===== src/rtl/tsrr_pkg.sv =====
// Shared widths, configuration register indexes, types and the slice function of the scheduler.
package tsrr_pkg;

    localparam int MAX_TASKS_DEF = 4;

    localparam int TC_W       = 3;
    localparam int PRIO_W     = 12;
    localparam int EN_W       = 4;
    localparam int PRIO_BITS  = 3;
    localparam int CFG_IDX_W  = 2;
    localparam int CFG_DATA_W = 12;
    localparam int TIME_W     = 64;
    localparam int COUNT_W    = 32;
    localparam int SLICE_W    = 3;
    localparam int TASK_OUT_W = 2;
    localparam int SLICE_BASE = 5;

    localparam logic [CFG_IDX_W-1:0] CFG_TASK_COUNT     = 2'd0;
    localparam logic [CFG_IDX_W-1:0] CFG_PRIORITY_TABLE = 2'd1;
    localparam logic [CFG_IDX_W-1:0] CFG_ENABLE_MASK    = 2'd2;

    localparam logic [TC_W-1:0]   TASK_COUNT_RST     = 3'd4;
    localparam logic [PRIO_W-1:0] PRIORITY_TABLE_RST = 12'd0;
    localparam logic [EN_W-1:0]   ENABLE_MASK_RST    = 4'hF;

    typedef enum logic
    {
        ALU_ADD = 1'b0,
        ALU_SUB = 1'b1
    } alu_op_t;

    // Write strobes into the per-task accounting file.
    typedef struct packed
    {
        logic start_all;
        logic start_we;
        logic total_we;
        logic count_we;
    } tf_wr_t;

    // Slice length: base minus priority mod base.
    function automatic logic [SLICE_W-1:0] slice_of(input logic [PRIO_BITS-1:0] prio);
        logic [PRIO_BITS-1:0] m;
        m = (prio >= PRIO_BITS'(SLICE_BASE)) ? prio - PRIO_BITS'(SLICE_BASE) : prio;
        return SLICE_W'(SLICE_BASE) - SLICE_W'(m);
    endfunction

endpackage


===== src/rtl/tsrr_if.sv =====
// Tick and result channel interfaces of the scheduler.
interface tsrr_tick_if;
    logic                        valid;
    logic                        ready;
    logic                        force_switch;
    logic [tsrr_pkg::TIME_W-1:0] tick_time;

    modport source (output valid, force_switch, tick_time, input ready);
    modport sink   (input valid, force_switch, tick_time, output ready);
endinterface

interface tsrr_result_if;
    logic                            valid;
    logic                            ready;
    logic [tsrr_pkg::TASK_OUT_W-1:0] running_task;
    logic                            switched;
    logic [tsrr_pkg::TASK_OUT_W-1:0] outgoing_task;
    logic [tsrr_pkg::SLICE_W-1:0]    slice_remaining;
    logic [tsrr_pkg::TIME_W-1:0]     outgoing_run_total;
    logic [tsrr_pkg::COUNT_W-1:0]    outgoing_switch_count;

    modport source (output valid, running_task, switched, outgoing_task, slice_remaining,
                    outgoing_run_total, outgoing_switch_count, input ready);
    modport sink   (input valid, running_task, switched, outgoing_task, slice_remaining,
                    outgoing_run_total, outgoing_switch_count, output ready);
endinterface


===== src/rtl/tsrr_alu.sv =====
// Shared 64-bit add/subtract unit used by the accounting steps.
module tsrr_alu
(
    input  logic [tsrr_pkg::TIME_W-1:0] a,
    input  logic [tsrr_pkg::TIME_W-1:0] b,
    input  tsrr_pkg::alu_op_t           op,
    output logic [tsrr_pkg::TIME_W-1:0] y
);

    logic                        is_sub;
    logic [tsrr_pkg::TIME_W-1:0] b_eff;

    assign is_sub = (op == tsrr_pkg::ALU_SUB);
    // Subtract as add of the complement with carry in.
    assign b_eff  = is_sub ? ~b : b;
    assign y      = a + b_eff + tsrr_pkg::TIME_W'(is_sub);

endmodule


===== src/rtl/tsrr_task_file.sv =====
// Per-task start times, run totals and switch-out counts, one read port.
module tsrr_task_file
#(
    parameter int MAX_TASKS = tsrr_pkg::MAX_TASKS_DEF,
    localparam int TASK_W = $clog2(MAX_TASKS)
)
(
    input  logic                         clk,
    input  logic                         rst_n,
    input  tsrr_pkg::tf_wr_t             wr,
    input  logic [TASK_W-1:0]            rd_idx,
    input  logic [TASK_W-1:0]            start_idx,
    input  logic [tsrr_pkg::TIME_W-1:0]  wr_time,
    input  logic [tsrr_pkg::TIME_W-1:0]  wr_total,
    input  logic [tsrr_pkg::COUNT_W-1:0] wr_count,
    output logic [tsrr_pkg::TIME_W-1:0]  rd_start,
    output logic [tsrr_pkg::TIME_W-1:0]  rd_total,
    output logic [tsrr_pkg::COUNT_W-1:0] rd_count
);

    logic [tsrr_pkg::TIME_W-1:0]  start_reg [MAX_TASKS];
    logic [tsrr_pkg::TIME_W-1:0]  total_reg [MAX_TASKS];
    logic [tsrr_pkg::COUNT_W-1:0] count_reg [MAX_TASKS];

    always_ff @(posedge clk or negedge rst_n)
    begin
        if (!rst_n)
        begin
            for (int i = 0; i < MAX_TASKS; i++)
            begin
                start_reg[i] <= '0;
                total_reg[i] <= '0;
                count_reg[i] <= '0;
            end
        end
        else
        begin
            for (int i = 0; i < MAX_TASKS; i++)
            begin
                if (wr.start_all || (wr.start_we && start_idx == TASK_W'(i)))
                begin
                    start_reg[i] <= wr_time;
                end
            end
            if (wr.total_we)
            begin
                total_reg[rd_idx] <= wr_total;
            end
            if (wr.count_we)
            begin
                count_reg[rd_idx] <= wr_count;
            end
        end
    end

    assign rd_start = start_reg[rd_idx];
    assign rd_total = total_reg[rd_idx];
    assign rd_count = count_reg[rd_idx];

endmodule


===== src/rtl/time_slice_round_robin_scheduler_core.sv =====
// Round-robin time-slice scheduler: sequencer, configuration and result register.
//
//  channel  | dir | beat payload                                       | handshake
//  ---------+-----+----------------------------------------------------+-------------
//  tick     | in  | force_switch, tick_time                            | valid/ready
//  result   | out | running_task, switched, outgoing_task,             | valid/ready
//           |     | slice_remaining, outgoing_run_total, ..switch_count|
//  cfg      | in  | cfg_index, cfg_data                                | cfg_we only
//
// A tick without reschedule runs accept, slice and result; the first tick adds start. A
// reschedule adds index wrap and a scan of at most the clamped slot count (at most
// MAX_TASKS) candidates, one per cycle; a switch adds diff, accumulate, count and swap, in
// which the shared 64-bit adder forms the run time, the new total and the new switch count.
// Ready is high only while the sequencer is idle; a held result stalls the sequencer
// at its last step, so no tick is taken until the result register frees.
// Reset clears all task accounting at once; no clearing pass.
module time_slice_round_robin_scheduler_core
#(
    parameter int MAX_TASKS = tsrr_pkg::MAX_TASKS_DEF
)
(
    input  logic                            clk,
    input  logic                            rst_n,
    input  logic                            cfg_we,
    input  logic [tsrr_pkg::CFG_IDX_W-1:0]  cfg_index,
    input  logic [tsrr_pkg::CFG_DATA_W-1:0] cfg_data,
    tsrr_tick_if.sink                       tick,
    tsrr_result_if.source                   result
);

    localparam int TASK_W = $clog2(MAX_TASKS);
    localparam int TC_W   = tsrr_pkg::TC_W;
    localparam logic [TC_W-1:0] N_CAP = (MAX_TASKS > 7) ? 3'd7 : TC_W'(MAX_TASKS);

    typedef enum logic [9:0]
    {
        S_IDLE  = 10'b0000000001,
        S_START = 10'b0000000010,
        S_SLICE = 10'b0000000100,
        S_NORM  = 10'b0000001000,
        S_CHECK = 10'b0000010000,
        S_DIFF  = 10'b0000100000,
        S_ACC   = 10'b0001000000,
        S_CNT   = 10'b0010000000,
        S_SWAP  = 10'b0100000000,
        S_DONE  = 10'b1000000000
    } state_t;

    state_t                               state_reg, state_next;
    logic                                 started_reg, started_next;
    logic [TASK_W-1:0]                    current_reg, current_next;
    logic [TASK_W-1:0]                    outgoing_reg, outgoing_next;
    logic [tsrr_pkg::SLICE_W-1:0]         slice_reg, slice_next;
    logic [TC_W-1:0]                      cand_reg, cand_next;
    logic [TC_W-1:0]                      k_reg, k_next;
    logic                                 switched_reg, switched_next;
    logic                                 out_valid_reg, out_valid_next;
    logic [TC_W-1:0]                      task_count_reg;
    logic [tsrr_pkg::PRIO_W-1:0]          priority_reg;
    logic [tsrr_pkg::EN_W-1:0]            enable_reg;

    logic                                 force_reg;
    logic [tsrr_pkg::TIME_W-1:0]          now_reg;
    logic [tsrr_pkg::TIME_W-1:0]          diff_reg;
    logic [tsrr_pkg::TASK_OUT_W-1:0]      out_running_reg;
    logic                                 out_switched_reg;
    logic [tsrr_pkg::TASK_OUT_W-1:0]      out_outgoing_reg;
    logic [tsrr_pkg::SLICE_W-1:0]         out_slice_reg;
    logic [tsrr_pkg::TIME_W-1:0]          out_total_reg;
    logic [tsrr_pkg::COUNT_W-1:0]         out_count_reg;

    logic                                 accept;
    logic                                 load_out;
    logic [TC_W-1:0]                      n_eff;
    logic [TC_W-1:0]                      cur3;
    logic                                 cand_en;

    logic [tsrr_pkg::TIME_W-1:0]          alu_a, alu_b, alu_y;
    tsrr_pkg::alu_op_t                    alu_op;
    tsrr_pkg::tf_wr_t                     tf_wr;
    logic [tsrr_pkg::TIME_W-1:0]          rd_start, rd_total;
    logic [tsrr_pkg::COUNT_W-1:0]         rd_count;

    function automatic logic [tsrr_pkg::PRIO_BITS-1:0] prio_of(
        input logic [TC_W-1:0]               c,
        input logic [tsrr_pkg::PRIO_W-1:0]   tbl
    );
        logic [tsrr_pkg::PRIO_BITS-1:0] p;
        case (c)
            3'd0:    p = tbl[2:0];
            3'd1:    p = tbl[5:3];
            3'd2:    p = tbl[8:6];
            3'd3:    p = tbl[11:9];
            default: p = '0;
        endcase
        return p;
    endfunction

    function automatic logic task_enabled(
        input logic [TC_W-1:0]             c,
        input logic [tsrr_pkg::EN_W-1:0]   mask
    );
        return (c < TC_W'(tsrr_pkg::EN_W)) && mask[c[1:0]];
    endfunction

    assign accept   = tick.valid && tick.ready;
    assign cur3     = TC_W'(current_reg);
    assign cand_en  = task_enabled(cand_reg, enable_reg);
    assign load_out = (state_reg == S_DONE) && (!out_valid_reg || result.ready);

    // Clamp the slot count to 1..MAX_TASKS, and to at most 7.
    always_comb
    begin
        if (task_count_reg == '0)
        begin
            n_eff = TC_W'(1);
        end
        else if (task_count_reg > N_CAP)
        begin
            n_eff = N_CAP;
        end
        else
        begin
            n_eff = task_count_reg;
        end
    end

    tsrr_alu u_alu
    (
        .a  (alu_a),
        .b  (alu_b),
        .op (alu_op),
        .y  (alu_y)
    );

    tsrr_task_file #(.MAX_TASKS(MAX_TASKS)) u_task_file
    (
        .clk       (clk),
        .rst_n     (rst_n),
        .wr        (tf_wr),
        .rd_idx    (outgoing_reg),
        .start_idx (TASK_W'(cand_reg)),
        .wr_time   (now_reg),
        .wr_total  (alu_y),
        .wr_count  (alu_y[tsrr_pkg::COUNT_W-1:0]),
        .rd_start  (rd_start),
        .rd_total  (rd_total),
        .rd_count  (rd_count)
    );

    always_comb
    begin
        alu_a  = rd_total;
        alu_b  = diff_reg;
        alu_op = tsrr_pkg::ALU_ADD;
        case (state_reg)
            S_DIFF:
            begin
                alu_a  = now_reg;
                alu_b  = rd_start;
                alu_op = tsrr_pkg::ALU_SUB;
            end
            S_CNT:
            begin
                alu_a  = tsrr_pkg::TIME_W'(rd_count);
                alu_b  = tsrr_pkg::TIME_W'(1);
            end
            default:
            begin
            end
        endcase
    end

    always_comb
    begin
        state_next     = state_reg;
        started_next   = started_reg;
        current_next   = current_reg;
        outgoing_next  = outgoing_reg;
        slice_next     = slice_reg;
        cand_next      = cand_reg;
        k_next         = k_reg;
        switched_next  = switched_reg;
        out_valid_next = out_valid_reg && !result.ready;
        tf_wr          = '0;

        case (state_reg)
            S_IDLE:
            begin
                if (accept)
                begin
                    outgoing_next = current_reg;
                    switched_next = 1'b0;
                    state_next    = started_reg ? S_SLICE : S_START;
                end
            end
            S_START:
            begin
                tf_wr.start_all = 1'b1;
                slice_next      = tsrr_pkg::slice_of(prio_of(cur3, priority_reg));
                started_next    = 1'b1;
                state_next      = S_SLICE;
            end
            S_SLICE:
            begin
                // A slice already at zero counts as expired and does not wrap.
                slice_next = (slice_reg == '0) ? '0 : slice_reg - 1'b1;
                if (slice_reg <= tsrr_pkg::SLICE_W'(1) || force_reg)
                begin
                    cand_next  = cur3 + 1'b1;
                    k_next     = '0;
                    state_next = S_NORM;
                end
                else
                begin
                    state_next = S_DONE;
                end
            end
            S_NORM:
            begin
                // Reduce the first candidate modulo the slot count.
                if (cand_reg >= n_eff)
                begin
                    cand_next = cand_reg - n_eff;
                end
                else
                begin
                    state_next = S_CHECK;
                end
            end
            S_CHECK:
            begin
                if (cand_en)
                begin
                    if (cand_reg == cur3)
                    begin
                        slice_next = tsrr_pkg::slice_of(prio_of(cur3, priority_reg));
                        state_next = S_DONE;
                    end
                    else
                    begin
                        state_next = S_DIFF;
                    end
                end
                else if (k_reg == n_eff - 1'b1)
                begin
                    // Nothing runnable: keep the current task.
                    slice_next = tsrr_pkg::slice_of(prio_of(cur3, priority_reg));
                    state_next = S_DONE;
                end
                else
                begin
                    k_next    = k_reg + 1'b1;
                    cand_next = (cand_reg + 1'b1 == n_eff) ? '0 : cand_reg + 1'b1;
                end
            end
            S_DIFF:
            begin
                state_next = S_ACC;
            end
            S_ACC:
            begin
                tf_wr.total_we = 1'b1;
                state_next     = S_CNT;
            end
            S_CNT:
            begin
                // Saturate the switch-out count.
                tf_wr.count_we = (rd_count != '1);
                state_next     = S_SWAP;
            end
            S_SWAP:
            begin
                tf_wr.start_we = 1'b1;
                slice_next     = tsrr_pkg::slice_of(prio_of(cand_reg, priority_reg));
                current_next   = TASK_W'(cand_reg);
                switched_next  = 1'b1;
                state_next     = S_DONE;
            end
            S_DONE:
            begin
                if (load_out)
                begin
                    out_valid_next = 1'b1;
                    state_next     = S_IDLE;
                end
            end
            default:
            begin
                state_next = S_IDLE;
            end
        endcase
    end

    always_ff @(posedge clk or negedge rst_n)
    begin
        if (!rst_n)
        begin
            state_reg      <= S_IDLE;
            started_reg    <= 1'b0;
            current_reg    <= '0;
            outgoing_reg   <= '0;
            slice_reg      <= '0;
            cand_reg       <= '0;
            k_reg          <= '0;
            switched_reg   <= 1'b0;
            out_valid_reg  <= 1'b0;
            task_count_reg <= tsrr_pkg::TASK_COUNT_RST;
            priority_reg   <= tsrr_pkg::PRIORITY_TABLE_RST;
            enable_reg     <= tsrr_pkg::ENABLE_MASK_RST;
        end
        else
        begin
            state_reg     <= state_next;
            started_reg   <= started_next;
            current_reg   <= current_next;
            outgoing_reg  <= outgoing_next;
            slice_reg     <= slice_next;
            cand_reg      <= cand_next;
            k_reg         <= k_next;
            switched_reg  <= switched_next;
            out_valid_reg <= out_valid_next;
            if (cfg_we)
            begin
                case (cfg_index)
                    tsrr_pkg::CFG_TASK_COUNT:     task_count_reg <= cfg_data[TC_W-1:0];
                    tsrr_pkg::CFG_PRIORITY_TABLE: priority_reg   <= cfg_data;
                    tsrr_pkg::CFG_ENABLE_MASK:    enable_reg     <= cfg_data[tsrr_pkg::EN_W-1:0];
                    default:
                    begin
                    end
                endcase
            end
        end
    end

    always_ff @(posedge clk)
    begin
        if (accept)
        begin
            force_reg <= tick.force_switch;
            now_reg   <= tick.tick_time;
        end
        if (state_reg == S_DIFF)
        begin
            diff_reg <= alu_y;
        end
        if (load_out)
        begin
            out_running_reg  <= tsrr_pkg::TASK_OUT_W'(current_reg);
            out_switched_reg <= switched_reg;
            out_outgoing_reg <= tsrr_pkg::TASK_OUT_W'(outgoing_reg);
            out_slice_reg    <= slice_reg;
            out_total_reg    <= rd_total;
            out_count_reg    <= rd_count;
        end
    end

    assign tick.ready                   = (state_reg == S_IDLE);
    assign result.valid                 = out_valid_reg;
    assign result.running_task          = out_running_reg;
    assign result.switched              = out_switched_reg;
    assign result.outgoing_task         = out_outgoing_reg;
    assign result.slice_remaining       = out_slice_reg;
    assign result.outgoing_run_total    = out_total_reg;
    assign result.outgoing_switch_count = out_count_reg;

endmodule


===== src/flat_wrapper.sv =====
// flat-port wrapper written by rule: the top's interface ports become plain ports
module time_slice_round_robin_scheduler_core_flat 
#(
    parameter int MAX_TASKS = tsrr_pkg::MAX_TASKS_DEF
)
  (clk, rst_n, cfg_we, cfg_index, cfg_data, tick_valid, tick_force_switch, tick_tick_time, tick_ready, result_valid, result_running_task, result_switched, result_outgoing_task, result_slice_remaining, result_outgoing_run_total, result_outgoing_switch_count, result_ready);
  tsrr_tick_if tick_i ();
  tsrr_result_if result_i ();
  input  logic clk;
  input  logic rst_n;
  input  logic cfg_we;
  input  logic [tsrr_pkg::CFG_IDX_W-1:0] cfg_index;
  input  logic [tsrr_pkg::CFG_DATA_W-1:0] cfg_data;
  input wire logic [$bits(tick_i.valid)-1:0] tick_valid;
  input wire logic [$bits(tick_i.force_switch)-1:0] tick_force_switch;
  input wire logic [$bits(tick_i.tick_time)-1:0] tick_tick_time;
  output wire logic [$bits(tick_i.ready)-1:0] tick_ready;
  output wire logic [$bits(result_i.valid)-1:0] result_valid;
  output wire logic [$bits(result_i.running_task)-1:0] result_running_task;
  output wire logic [$bits(result_i.switched)-1:0] result_switched;
  output wire logic [$bits(result_i.outgoing_task)-1:0] result_outgoing_task;
  output wire logic [$bits(result_i.slice_remaining)-1:0] result_slice_remaining;
  output wire logic [$bits(result_i.outgoing_run_total)-1:0] result_outgoing_run_total;
  output wire logic [$bits(result_i.outgoing_switch_count)-1:0] result_outgoing_switch_count;
  input wire logic [$bits(result_i.ready)-1:0] result_ready;
  assign tick_i.valid = tick_valid;
  assign tick_i.force_switch = tick_force_switch;
  assign tick_i.tick_time = tick_tick_time;
  assign tick_ready = tick_i.ready;
  assign result_valid = result_i.valid;
  assign result_running_task = result_i.running_task;
  assign result_switched = result_i.switched;
  assign result_outgoing_task = result_i.outgoing_task;
  assign result_slice_remaining = result_i.slice_remaining;
  assign result_outgoing_run_total = result_i.outgoing_run_total;
  assign result_outgoing_switch_count = result_i.outgoing_switch_count;
  assign result_i.ready = result_ready;
  time_slice_round_robin_scheduler_core #(.MAX_TASKS(MAX_TASKS)) u_core (.clk(clk), .rst_n(rst_n), .cfg_we(cfg_we), .cfg_index(cfg_index), .cfg_data(cfg_data), .tick(tick_i), .result(result_i));
endmodule

===== config.mk =====
export PLATFORM = sky130hd
export DESIGN_NAME = time_slice_round_robin_scheduler_core_flat
export DESIGN_NICKNAME = d
export VERILOG_FILES = /design/src/rtl/tsrr_pkg.sv /design/src/rtl/tsrr_if.sv /design/src/rtl/tsrr_alu.sv /design/src/rtl/tsrr_task_file.sv /design/src/rtl/time_slice_round_robin_scheduler_core.sv /design/src/flat_wrapper.sv
export SDC_FILE = /design/constraint.sdc
export NUM_CORES = 2
export LEC_CHECK = 0
export BUFFER_PORTS_ARGS = -buffer_cell sky130_fd_sc_hd__clkbuf_2
export CAP_MARGIN = 0
export CELL_PAD_IN_SITES_DETAIL_PLACEMENT = 0
export CELL_PAD_IN_SITES_GLOBAL_PLACEMENT = 1
export CORE_ASPECT_RATIO = 1.5
export CORE_MARGIN = 4
export CORE_UTILIZATION = 30
export DETAILED_ROUTE_END_ITERATION = 8
export PLACE_DENSITY_LB_ADDON = 0.2
export RECOVER_POWER = 100
export SLEW_MARGIN = 30
export SYNTH_ARGS = -nofsm -noshare
export SYNTH_HDL_FRONTEND = slang
export SYNTH_SLANG_ARGS = --single-unit

===== constraint.sdc =====
create_clock -name clk -period 13.68 [get_ports clk]
set_clock_uncertainty 0.2 [all_clocks]
set_input_delay 1.368 -clock clk [delete_from_list [all_inputs] [get_ports clk]]
set_output_delay 1.368 -clock clk [all_outputs]
set_load 0.05 [all_outputs]

==> results.txt <==
For the total of endpoints with negative setup slack in the final report, the log shows 0. The sum of negative setup slack was 0 ps; the power per unit of standard cell area was 148 nW/um^2. The die outline height came out at 471 um. Yosys mapped a number of flops with a built-in enable equal to 233. The total CTS buffers is 98, and the count of placed standard cells in the final layout, fillers left out is 5461. The tool flagged a number of max-cap violations equal to 28.

Compared with the post-synthesis result, the final layout area differs by 13.8%. Across the whole layout, storage elements account for 24100 um^2. Summing all multi-input logic gate instances after layout gives 17700 um^2. Summing the areas of all xor and xnor instances in the mapped netlist gives 1.54% of the synthesized area. The part of the power in registers was 49.2%. Summing the areas of all compound-gate instances in the mapped netlist gives 8.21% of the synthesized area. The largest fanout of any net on the critical path was 29. The top-level I/O count is 190, and the wire length after detailed routing is 131000 um. Of the post-synthesis cell area, the part taken by muxes is 20.8%.

The run gives 13.0% as the combinational group share of total power. Post-CTS timing repair inserted 0 buffers for setup. The tools report the number of global-route vias before repair as 29300. The worst path uses 71.6% of the clock period.

The clock passes through at most 3 buffers. The run gives 0 as the number of hold violations in the final report. Synthesized net count: 3539.

The clock drives 918 sinks. For the starting density of the core, the log shows 30.2%. The worst setup path is captured at a flip-flop.

The area share of the largest cell type after synthesis was 39.6%. Counting distinct cell types in the post-synthesis netlist gives 78. The tools report the post-cts sizing count as 0. Input and output buffers added on the ports amount to 189.

The routed via count came out at 27400. TritonCTS built the clock tree. Final-report max-slew violation count: 994.

The arrival time at the worst endpoint was 10020 ps; the floorplan row count was 169. Global routing finished with a remaining overflow of 0. For this run, design rule violations remaining after detail routing come to 0. The basic-gate share of the synthesized area counting and, or, nand and nor cells works out to 8.18%.

The start-to-end type of the worst setup path is reg2reg. The global placer's final weighted congestion is 0.781. Counting tap cells, the placed design contains a total of 5278 instances. The detailed-routing iteration count for the pre-antenna-repair pass is 6.

The most used flip-flop cell after synthesis is sky130_fd_sc_hd__dfrtp_1. Once detail routing completed, the nets flagged for antenna violations numbered 0. The measured slew at the worst slew-check pin is 4610 ps. The first global-routing pass estimated 195000 um of wire. The worst endpoint required time came out at 13910 ps. The worst path in the final design needs a cycle of 9790 ps, including I/O delays and setup. The net count reported at finish was 3666. The switching part of the total works out to 25.7%. The classification of the worst-slack hold path is reg2reg. Of the total power, the clock network draws 37.8%. Of all flip-flops after synthesis, the portion carrying an async set or reset was 74.6%.

The mean instance size in the synthesized netlist is 12.7 um^2, and the peak supply drop is 0.0000827 V. The cell type with the highest aggregate area in the netlist was sky130_fd_sc_hd__dfrtp_1. For the worst-skew pair, the clock arrives at the later sink with an insertion delay of 710 ps. The logs give 17.5% for the global-route usage over all layers and 0.102 GHz for the highest clock rate. In this run the tightest slew margin relative to its limit is -207%. The internal portion of the total power is 5370 uW. The number of buffers inserted for hold repair after clock tree synthesis is 0.

The tools report the type of element launching the critical path as a flip-flop. The total half-perimeter wirelength after legalization and detailed placement was 84700 um; the number of antenna violations at the first check in global routing was 5. The flow ran to the end, but the final reports show violations.

Entering global routing, the biggest net connects 160 pins. The average wire per cell in the routed design was 24.0 um. The cell count after synthesis is 3371.

The mean number of vias per cell is 5.02. After synthesis, the cell types taking the most area are sky130_fd_sc_hd__dfrtp_1 40%, sky130_fd_sc_hd__edfxtp_1 16%, sky130_fd_sc_hd__mux2_2 12%, sky130_fd_sc_hd__mux4_2 8.4%, sky130_fd_sc_hd__nand2_1 5.2%. After synthesis, the most frequently instantiated cells are 679 x sky130_fd_sc_hd__dfrtp_1, 589 x sky130_fd_sc_hd__nand2_1, 468 x sky130_fd_sc_hd__mux2_2.

The synthesized netlist occupies a cell area of 42900 um^2. Register area share after synthesis: 56.3%. The die covers 149000 um^2. The cell with the most instances after synthesis was sky130_fd_sc_hd__dfrtp_1. In this run the static leakage power is 0.0207 uW. The layout has 14100 filler cells. Synthesis inferred 918 register bits.

The tools report the count of yosys warnings during synthesis as 0. The clock root buffer is sky130_fd_sc_hd__clkbuf_16. The checks that failed: max-capacitance violations, max-slew violations.

After clock tree synthesis, the clock-pin slew on the worst setup and hold paths is 60 ps. The layout cell share with drive strength beyond 1 came out at 25.0%. Summed over all nets, the switching power comes to 1860 uW.

The synthesized-area fraction occupied by adder cells came out at 2.48%. After synthesis, the largest family of logic cells by area is multiplexers. The core area was 142000 um^2. The H-tree depth was 3. The die is 317 um wide.

The run gives 1488 as the starting DRC count in detailed routing. Setup repair after global routing left no endpoint under its margin.
## per-stage QoR
stage / instance area (um^2) / setup WS, ps / hold slack (ps) / utilization (%) / total power, uW
after CTS: 49200 / 6220 / 264 / 34.7 / 7350
after global routing: 48900 / 3010 / 270 / 34.4 / 7580
after detailed placement: 46000 / 6260 / 252 / 32.4 / 4570
after floorplan: 42900 / 6440 / 218 / - / 4180
after global placement: 46000 / 6290 / 247 / 32.4 / 4540
final: 48900 / 3890 / 260 / 34.4 / 7230
## path summary, 6_finish.rpt
path | end | depth (start not counted) | slack (ps) | start
setup / recovery | u_core.diff_reg[57] | 15 | 3890 | u_core.outgoing_reg[0]
hold / removal | u_core.state_reg[1] | 1 | 260 | u_core.started_reg
setup reg to reg | u_core.diff_reg[57] | 15 | 3890 | u_core.outgoing_reg[0]
hold reg to reg | u_core.state_reg[1] | 1 | 260 | u_core.started_reg
max in group asynchronous | u_core.u_task_file.total_reg[229] | 4 | 5890 | rst_n
min in group asynchronous | u_core.u_task_file.start_reg[9] | 1 | 2110 | rst_n
## layer usage
| metal | vias up | global-route usage, % | share of wire, % |
|---|---|---|---|
| met5 | - | 0 | 0.0092 |
| met4 | 2 | 5.41 | 2.7 |
| met3 | 159 | 2.18 | 3.2 |
| met2 | 448 | 30.8 | 51 |
| met1 | 14300 | 22.3 | 43 |
| li1 | 12600 | - | - |
## cell type report
| class | instances | share of cell area [%] |
|---|---|---|
| Sequential cell | 918 | 49.4 |
| Tap cell | 1881 | 4.82 |
| Inverter | 72 | 0.566 |
| Multi-Input combinational cell | 2171 | 36.2 |
| Timing Repair Buffer | 237 | 2.32 |
| Clock buffer | 149 | 5.98 |
| Antenna cell | 1 | 0.00512 |
| Clock inverter | 32 | 0.702 |
## cell usage in the layout, fill, tap and decap left out, types with 20 or more instances in the layout
cell type                   count
sky130_fd_sc_hd__nand4_1       37
sky130_fd_sc_hd__xnor2_1       45
sky130_fd_sc_hd__xor2_1        27
sky130_fd_sc_hd__o21ai_0      201
sky130_fd_sc_hd__ha_1          82
sky130_fd_sc_hd__a22oi_1       43
sky130_fd_sc_hd__nand3_1       20
sky130_fd_sc_hd__dfrtp_1      679
sky130_fd_sc_hd__o22ai_1       65
sky130_fd_sc_hd__mux4_2       161
sky130_fd_sc_hd__nand2_1      589
sky130_fd_sc_hd__inv_1         69
sky130_fd_sc_hd__clkbuf_2      72
sky130_fd_sc_hd__clkbuf_16    102
sky130_fd_sc_hd__edfxtp_1     233
sky130_fd_sc_hd__a21o_1        45
sky130_fd_sc_hd__nor2_1        66
sky130_fd_sc_hd__clkbuf_1     170
sky130_fd_sc_hd__mux2_2       465
sky130_fd_sc_hd__a21oi_1       92
## kinds of logic (layout without fill, tap and decap cells)
group           Yosys count  in the layout
flops                   918            918
simple gates            819            819
mux                     634            634
compound gates          561            561
buf+inv                 282            490
fa+ha+maj                84             84
xor+xnor                 73             73
other cells               0              1
## power by group through the flow
stage	Sequential (uW)	Clock, uW	Combinational [uW]
2_1_floorplan	3490	0	691
3_3_place_gp	3600	0	945
3_5_place_dp	3600	0	962
4_1_cts	3560	2840	964
5_1_grt	3610	2930	1040
6_report	3550	2740	938
## worst max-delay path, cell delays in order (launching register included)
cell                       delay (ps)
sky130_fd_sc_hd__dfrtp_1         1340
sky130_fd_sc_hd__clkbuf_1        1260
sky130_fd_sc_hd__clkbuf_1        2090
sky130_fd_sc_hd__mux4_2           820
sky130_fd_sc_hd__a22oi_1          250
sky130_fd_sc_hd__nand2_1          140
sky130_fd_sc_hd__ha_1             410
sky130_fd_sc_hd__and3_1           230
sky130_fd_sc_hd__and2_0           230
sky130_fd_sc_hd__a221o_1          370
sky130_fd_sc_hd__a311o_1          380
sky130_fd_sc_hd__a41oi_1          540
sky130_fd_sc_hd__o21bai_1         400
sky130_fd_sc_hd__a41oi_1          350
sky130_fd_sc_hd__xor2_1           350
sky130_fd_sc_hd__inv_1             80
Power figures use the tool's default switching activity.
